## src/rtl/ssc_ram.sv

```systemverilog
// ----------------------------------------------------------------------------
// ssc_ram: generic single-port-write, single-port-read memory
// One write and one read per cycle; the read data is registered.
// ----------------------------------------------------------------------------
module ssc_ram #(
  parameter int WIDTH = 32,
  parameter int DEPTH = 16
) (
  input  logic                     clk_i,
  input  logic                     we_i,
  input  logic [$clog2(DEPTH)-1:0] waddr_i,
  input  logic [WIDTH-1:0]         wdata_i,
  input  logic                     re_i,
  input  logic [$clog2(DEPTH)-1:0] raddr_i,
  output logic [WIDTH-1:0]         rdata_o
);

  logic [WIDTH-1:0] mem_q [DEPTH];
  logic [WIDTH-1:0] rdata_q;

  always_ff @(posedge clk_i) begin
    if (we_i) begin
      mem_q[waddr_i] <= wdata_i;
    end
    if (re_i) begin
      rdata_q <= mem_q[raddr_i];
    end
  end

  assign rdata_o = rdata_q;

endmodule

```

## config.mk

```make
export PLATFORM = sky130hd
export DESIGN_NAME = ssc_ram
export DESIGN_NICKNAME = d
export VERILOG_FILES = /design/src/rtl/ssc_ram.sv
export SDC_FILE = /design/constraint.sdc
export NUM_CORES = 1
export LEC_CHECK = 0
export ABC_CLOCK_PERIOD_IN_PS = 7800
export BUFFER_PORTS_ARGS = -buffer_cell sky130_fd_sc_hd__buf_2
export CAP_MARGIN = 15
export CORE_MARGIN = 4
export CORE_UTILIZATION = 65
export DETAILED_ROUTE_END_ITERATION = 8
export GPL_TIMING_DRIVEN = 0
export HOLD_SLACK_MARGIN = 0.06
export PLACE_DENSITY = 0.9
export SYNTH_ARGS = -nofsm -noshare
export SYNTH_HDL_FRONTEND = slang
export SYNTH_SLANG_ARGS = --single-unit
```

## constraint.sdc

```tcl
create_clock -name clk_i -period 7.8 [get_ports clk_i]
set_input_delay 0.78 -clock clk_i [delete_from_list [all_inputs] [get_ports clk_i]]
set_output_delay 0.78 -clock clk_i [all_outputs]
set_load 0.03 [all_outputs]
```

==> flow_summary.yaml <==
final_layout:
  final_layout_size_suffix_gt1_share_pct: 31.90
  fin_nets: 1030
  fin_util_pct: 75.65
  syn_to_final_growth_pct: 14.70
  finalNonFillerCells: 1424
route:
  routedWlPerCell_microns: 34.92
  ant_nets: 0
  met3_length_microns: 5363
  drt_wl_total_microns: 49730
  route.met2.wl_microns: 25640
  vias: 10120
  highest_layer: "met5"
  wl_met1_microns: 16720
  drtIter0Drc: 1618
  first_pass_iters: 7
  drc_errors: 0
  viasPerCell: 7.103
timing:
  drv_slew: 0
  fin_tns_setup_ns: 0
  fmax_mhz: 390.7
  hold_violations: 0
  hold_slack_ns: 0.5919
  tightest_slew_ns: 1.198
  slew_headroom_pct: 19.73
  skew_ns: 0.02561
  finalSetupViolCount: 0
  period_needed_ns: 2.560
  rsz0062_at_grt: "no"
  finalCritPeriodShare_pct: 32.82
clock_tree:
  cts_resized: 0
  postCtsSetupBuffers: 0
  clkLatencyLatePin_ns: 0.57
  ctsHoldBuffers: 0
  clock-root-buffer: "clkbuf_16"
  clk_pin_slew_worst_paths_ns: 0.07
  cts_tree: "done"
  cts_max_level: 2
  cts_buffers: 50
  clk_path_buf_depth: 3
  clock-sinks: 544
setup_path:
  cp-start-kind: "input port"
  cp_top_family: "simple AND/OR/NAND/NOR gates"
  cp_slowest_cell: "nor3_2"
  path_buf_inv: 3
  endpoint: "mem_q[0][4]"
  critPathCaptureType: "register"
  crit_required_ns: 8.06
  crit_path_max_incr_delay_ns: 0.83
  r2r_start: "mem_q[11][21]"
  worstPathCellList: "buf_2 > or3b_2 > nor3_2 > buf_6 > buf_6"
  crit_type: "in -> reg"
  cp.arrival_ns: 2.81
  rr_worst_depth: 3
  crit_path_frequent_cell: "buf_6"
  rrSetupSlack_ns: 6.16
  cp-startpoint: "waddr_i[2]"
  regToRegEndpoint: "rdata_o[21]"
  cp.depth: 5
  cp_max_fo: 9
floorplanning:
  core_sq_um: 30590
  ioPinCount: 75
  start_util_pct: 65.95
  die_height_microns: 184.2
  die_x_microns: 184.2
  die_area_sq_um: 33920
  num_rows: 64
placed_design:
  gp_congestion: 0.7295
  dpl.hpwl_microns: 28500
  dpl.cell_count: 1331
  io_buffers: 72
grt:
  grt_pass1_wl_microns: 72970
  track_usage_pct: 30.32
  gr-total-overflow: 0
  antenna_found_initial: 5
  grt_max_degree: 33
  grt_pass1_vias: 10450
run_status:
  outcome: "completed"
logic_synthesis:
  ys_types: 17
  mappedNetlistNets: 881
  syn_inst: 838
  synth-seq-area-share_pct: 80.97
  synth_warnings: 0
  synthesis.area_sq_um: 20170
  synth-seq-cells: 544
  syn_avg_cell_area_sq_um: 24.07
power_and_ir_drop:
  p_leak_nw: 7.432
  power_mw: 6.059
  power_density_nw_per_um2: 261.8
  ir_worst_vdd_uv: 176.4
hold_path:
  hold_class: "in -> reg"
flow_run:
  max_cap_viol_count: 0
[synthesized netlist by cell type]
master / count / area share (%)
edfxtp_1: 544 / 81
mux4_2: 128 / 14
a22oi_1: 64 / 2.4
nand2_1: 33 / 0.61
clkbuf_1: 17 / 0.32
nor2_1: 13 / 0.24
buf_4: 11 / 0.41
buf_1: 9 / 0.17
buf_2: 4 / 0.099
nor3_1: 4 / 0.099
buf_6: 2 / 0.11
nand2b_1: 2 / 0.062
nand3b_1: 2 / 0.074
nor2b_1: 2 / 0.062
and2_1: 1 / 0.031
nand3_1: 1 / 0.025
or3b_2: 1 / 0.043
[per-layer routing]
metal / vias up / GRT usage, %
li1: 3905 / -
met1: 5164 / 41.31
met2: 877 / 50.50
met3: 163 / 5.644
met4: 6 / 11.06
met5: - / 0
[placed cells by master (no fill, tap or decap), types with 4 or more instances in the layout]
master / Yosys / final
buf_4: 11 / 11
edfxtp_1: 544 / 544
nand2_1: 33 / 33
clkinv_1: 0 / 13
buf_6: 2 / 14
clkbuf_1: 17 / 26
clkbuf_16: 0 / 51
buf_16: 0 / 4
nor3_2: 0 / 4
mux4_2: 128 / 128
a22oi_1: 64 / 64
nor2_4: 0 / 12
bufinv_16: 0 / 5
buf_1: 9 / 9
buf_2: 4 / 76
buf_12: 0 / 8
clkinv_2: 0 / 11
[state kept, by name (all words and copies together) (netlist names)]
name     count
rdata_o     32
mem_q      512
[cell type report]
cell class	count	area (sq um)
clock inverters	30	262.8
clock buffers	60	1310
fillers	1454	7448
well taps	396	495.5
plain buffers	43	222.7
multi-input cells	251	3726
flip-flops and latches	544	16340
repair buffers	97	780.7
diodes	3	7.507
[power by group]
group | total (mW) | internal, mW | switching (mW) | leakage (nW)
clock network | 2.41 | 1.36 | 1.05 | 0.778
registers | 3.32 | 3.29 | 0.0230 | 4.94
logic | 0.337 | 0.121 | 0.216 | 1.71
[per-stage QoR]
stage	area, sq um	setup WS [ns]
after CTS	23130	5.312
after global placement	21030	1.591
after floorplan	20170	3.840
after detailed placement	21560	4.834
after global routing	23140	5.194
final	23140	5.240
[how the worst min path moves through the flow]
stage / endpoint / from / cells after the start
2_1_floorplan: rdata_o[0] / mem_q[14][0] / 3
3_3_place_gp: rdata_o[6] / mem_q[14][6] / 3
3_5_place_dp: rdata_o[1] / mem_q[14][1] / 3
4_1_cts: mem_q[2][7] / wdata_i[7] / 1
5_1_grt: mem_q[15][6] / wdata_i[6] / 1
6_report: mem_q[1][15] / wdata_i[15] / 1
[cell families after synthesis]
| group | share of synthesized area, % |
|---|---|
| multiplexers | 14.29 |
| flip-flops | 80.97 |
| AO/OA/AOI/OAI | 2.382 |
| buffers and inverters | 1.104 |
| AND/OR/NAND/NOR | 1.253 |
Note: power is estimated with default switching activity, not from simulation.
