--- src/rtl/ssc_pkg.sv ---
// ----------------------------------------------------------------------------
// ssc_pkg: shared definitions of the state-space controller
// Field widths, fixed-point formats, item codes and the types that pass
// between the sequencer and the multiply-accumulate unit.
// ----------------------------------------------------------------------------
package ssc_pkg;

  localparam int COEF_W    = 24;
  localparam int DATA_W    = 32;
  localparam int PROD_W    = COEF_W + DATA_W;
  localparam int ACC_W     = 64;
  localparam int FRAC_W    = 16;
  localparam int IDX_W     = 8;
  localparam int OUT_IDX_W = 3;
  localparam int W_COUNT   = 4;

  localparam logic MODE_LOAD   = 1'b0;
  localparam logic MODE_SAMPLE = 1'b1;

  typedef enum logic [4:0] {
    ST_IDLE   = 5'b00001,
    ST_ISSUE  = 5'b00010,
    ST_DRAIN  = 5'b00100,
    ST_FINISH = 5'b01000,
    ST_EMIT   = 5'b10000
  } seq_state_e;

  typedef struct packed {
    logic valid;
    logic first;
  } mac_ctl_t;

endpackage

--- src/rtl/ssc_mac.sv ---
// ----------------------------------------------------------------------------
// ssc_mac: shared multiply-accumulate unit
// Registered Q8.16 by Q16.16 product, exact wide accumulator, and rounding
// with saturation of the accumulated row to signed Q16.16.
// ----------------------------------------------------------------------------
module ssc_mac (
  input  logic                               clk_i,
  input  logic                               rst_ni,
  input  ssc_pkg::mac_ctl_t                  ctl_i,
  input  logic signed [ssc_pkg::COEF_W-1:0]  coef_i,
  input  logic signed [ssc_pkg::DATA_W-1:0]  data_i,
  output logic                               busy_o,
  output logic signed [ssc_pkg::DATA_W-1:0]  result_o
);

  localparam int AW = ssc_pkg::ACC_W;
  localparam int DW = ssc_pkg::DATA_W;

  ssc_pkg::mac_ctl_t           ctl_q;
  logic signed [ssc_pkg::PROD_W-1:0] prod_d, prod_q;
  logic signed [AW-1:0]        acc_d, acc_q;
  logic signed [AW-1:0]        rnd;
  logic signed [AW-1:0]        quo;
  logic                        fits;

  assign prod_d = coef_i * data_i;

  always_ff @(posedge clk_i or negedge rst_ni) begin
    if (!rst_ni) begin
      ctl_q <= '0;
    end else begin
      ctl_q <= ctl_i;
    end
  end

  always_ff @(posedge clk_i) begin
    prod_q <= prod_d;
    acc_q  <= acc_d;
  end

  always_comb begin
    acc_d = acc_q;
    if (ctl_q.valid) begin
      if (ctl_q.first) begin
        acc_d = AW'(prod_q);
      end else begin
        acc_d = acc_q + AW'(prod_q);
      end
    end
  end

  // Round half up, floor shift, then clamp to the signed 32-bit range.
  always_comb begin
    rnd  = acc_q + AW'(1 << (ssc_pkg::FRAC_W - 1));
    quo  = rnd >>> ssc_pkg::FRAC_W;
    fits = (&quo[AW-1:DW-1]) || !(|quo[AW-1:DW-1]);
    if (fits) begin
      result_o = quo[DW-1:0];
    end else if (quo[AW-1]) begin
      result_o = {1'b1, {(DW-1){1'b0}}};
    end else begin
      result_o = {1'b0, {(DW-1){1'b1}}};
    end
  end

  assign busy_o = ctl_q.valid;

endmodule

--- config.mk ---
export PLATFORM = sky130hd
export DESIGN_NAME = ssc_mac
export DESIGN_NICKNAME = d
export VERILOG_FILES = /design/src/rtl/ssc_pkg.sv /design/src/rtl/ssc_mac.sv
export SDC_FILE = /design/constraint.sdc
export NUM_CORES = 2
export LEC_CHECK = 0
export BUFFER_PORTS_ARGS = -buffer_cell sky130_fd_sc_hd__buf_2
export CAP_MARGIN = 20
export CORE_MARGIN = 5
export CORE_UTILIZATION = 35
export DETAILED_ROUTE_END_ITERATION = 16
export HOLD_SLACK_MARGIN = 0.03
export PLACE_DENSITY = 0.59
export REMOVE_ABC_BUFFERS = 1
export SYNTH_ARGS = -nofsm -noshare
export SYNTH_HDL_FRONTEND = slang
export SYNTH_SLANG_ARGS = --single-unit
--- constraint.sdc ---
create_clock -name clk_i -period 3.35 [get_ports clk_i]
set_input_delay 0.1675 -clock clk_i [delete_from_list [all_inputs] [get_ports clk_i]]
set_output_delay 0.1675 -clock clk_i [all_outputs]
set_load 0.02 [all_outputs]
==> impl_results.md <==
* Worst skew pair latency at 440 ps
* All-Layer GR Usage at 19.1%
* Post-layout min period at 6160 ps
* 1st-iter DRT viols at 1524
* Max cap viols at 0
* Final clock period utilization by the worst path at 184%
* Smallest hold slack at 130 ps
* Die X at 329 um
* Die Area at 0.108 mm^2
* Final setup fails at 90
* Syn Area/Cell at 9.04 um^2
* Vias at 28300
* Slew margin rel. at 55.4%
* First-pass GRT wire length at 167000 um
* Fmax at 0.162 GHz
* Initial antenna violation count at 1
* RSZ-0062 raised after global routing: yes
* Yosys Warn Count at 0
* Final Net Count at 5586
* Kind of critical path: input pin to flip-flop
* Setup WS post-layout at -2810 ps
* Slew @ Worst Pin at 665 ps
* Buffers on Ports at 92
* Vias in the first global route at 30600
* Largest net degree at the start of global routing at 73
* Initial core utilization at 35.2%
* Routed wire per std cell at 17.4 um
* Gate Count Post-Synth at 3946
* Final Hold Viols at 0
* Vias/cell at 4.79
* Post-synth EDFFs at 64
* CTS tree: built
* CP endpoint kind: flip-flop
* CP max FO at 8
* Final Skew at 13.6 ps
* Setup TNS at -128260 ps
* # IOs at 93
* DRT antenna net count at 0
* Final HPWL from detailed placement at 86900 um
* Final Max Tran Viols at 0
* CTS buffer count at 17
* Drt total wl at 103000 um
* Status: complete, but fails checks
* Clock Path Buffers at 2
* HP Class: input pin to flip-flop
* Synthesized flop and latch total at 122
* Sequential element share of the synthesized area at 8.67%
* Crit start category: input pin
* Die Span Y at 329 um
* Clock Pin Slew Worst Setup and Hold Paths at 60 ps
* Residual DRC at 0
* Core ar. at 0.101 mm^2
* Layout cells sized above 1 at 26.0%
* Fillers at 9542
* CTS Sinks at 122
* WP data arrival at 6480 ps
* Async SR Flop Fraction at 1.64%
* Most used DFF post-synth: edfxtp_1
* RD Place Congestion at 0.889
* Critical Path RT at 3670 ps
* Mapped Area at 0.0357 mm^2
* H-tree levels at 4
* Failing checks: negative setup slack
* Area grow syn2layout at 29.7%
* DR pass1 iterations at 5
* Row cnt at 117
* Yosys cell types at 77
* Aggregate global routing overflow at 0
* Root Driver: clkbuf_16
==> kinds of logic (layout without fill, tap and decap cells) <==
group                    count (synthesis)  in the layout  synth area share [%]
multiplexers                             3              3                0.0947
flip-flops                             122            122                  8.67
other                                    0              1                     0
AO/OA/AOI/OAI                          487            487                  8.68
buffers and inverters                  992           1587                  10.5
adder cells (fa/ha/maj)                998            998                  51.5
XOR/XNOR                               155            155                  3.81
AND/OR/NAND/NOR                       1189           1189                  16.7
==> layout make-up <==
cell class,count,area [um^2],area share [%]
diodes,1,2.50,0.00541
repair buffers,746,6950,15.0
clock inverters,14,133,0.287
inverters,809,3040,6.58
clock buffers,18,429,0.928
flip-flops and latches,122,3100,6.70
well taps,1368,1710,3.70
multi-input cells,2832,30900,66.8
==> cells in the final DEF (no fill, tap or decap), types with 29 or more instances in the layout <==
cell type  count
xor2_1        63
inv_2         54
xnor2_1       71
nor2_1        99
a21oi_1       91
buf_6        138
o21ai_0       84
and2_1       358
fa_2          53
buf_12        41
and2_4        32
o21ai_4       31
buf_4        517
ha_1         175
nand2_1      480
a21o_1        56
fa_1         731
nand3_1       34
inv_1        754
edfxtp_1      64
a21oi_2       29
nand4_1       40
ha_4          34
dfxtp_1       55
==> metrics by stage <==
step                instances  cell area (um^2)  util, %  setup slack (ps)
floorplan                3763             34900        -             -3130
global placement         5764             41500     40.9             -4330
detailed placement       5764             41500     40.9             -4210
CTS                      5871             44900     44.3             -2890
global route             5909             46200     45.6             -3020
finish                   5910             46200     45.6             -2810
==> sequential cells by signal (all words and copies together), names as in the netlist <==
name,flops
ctl_q,1
busy_o,1
acc_q,64
prod_q,56
==> synthesized netlist by cell type (56+ instances only) <==
library cell	count	area share [%]
inv_1	807	8.5
a21o_1	56	1.2
xor2_1	64	1.6
edfxtp_1	64	5.4
a21oi_1	128	1.8
o21ai_0	119	1.7
nor2_1	111	1.2
clkbuf_1	172	1.8
xnor2_1	91	2.2
nand2_1	502	5.3
ha_1	214	7.5
and2_1	390	6.8
fa_1	784	44
dfxtp_1	56	3.1
==> what timing repair did <==
| item | in CTS | in global routing |
|---|---|---|
| setup buffers | 79 | 49 |
| hold buffers | 4 | 1 |
| pin swaps | 242 | 203 |
| endpoints found under the setup margin | 102 | 103 |
| hold endpoints to repair | 4 | 1 |
| gates cloned | 7 | 4 |
| resized for setup | 553 | 240 |
==> path summary, 6_finish.rpt <==
kind | cells after the start | slack, ps | start | end
worst max-delay path | 25 | -2810 | coef_i[15] | prod_q[55]$_DFF_P_
worst min-delay path | 3 | 130 | coef_i[0] | prod_q[1]$_DFF_P_
worst max register to register | 14 | -280 | acc_q[0]$_DFFE_PP_ | acc_q[60]$_DFFE_PP_
worst min register to register | 2 | 550 | prod_q[8]$_DFF_P_ | acc_q[8]$_DFFE_PP_
max in group asynchronous | 3 | 2640 | rst_ni | ctl_q[0]$_DFF_PN0_
min in group asynchronous | 3 | 580 | rst_ni | ctl_q[0]$_DFF_PN0_
==> metal layers <==
| layer | global-route usage, % | vias up | share of wire, % |
|---|---|---|---|
| met3 | 2.02 | 106 | 4.8 |
| met1 | 26.9 | 14300 | 46 |
| li1 | - | 13200 | - |
| met5 | 0 | - | 0 |
| met2 | 32.4 | 648 | 48 |
| met4 | 3.81 | 0 | 1.9 |
==> worst max-delay path, stage by stage <==
cell and delay, ps:
buf_2 100, buf_12 130, buf_4 110, buf_6 110
nand2_1 80, fa_1 530, inv_1 50, fa_1 420
fa_1 490, fa_2 600, fa_1 420, fa_1 510
fa_2 480, ha_4 330, a21oi_4 60, buf_4 140
a2111oi_4 360, o21ai_2 130, a211oi_4 270, nor3_4 90
or2_4 260, o21ai_4 170, and3_4 230, o41ai_4 60
xnor2_1 140
Power is left out: the tool's default activity adds up to more than one toggle a clock period on the data nets, which glitch-free logic cannot reach.
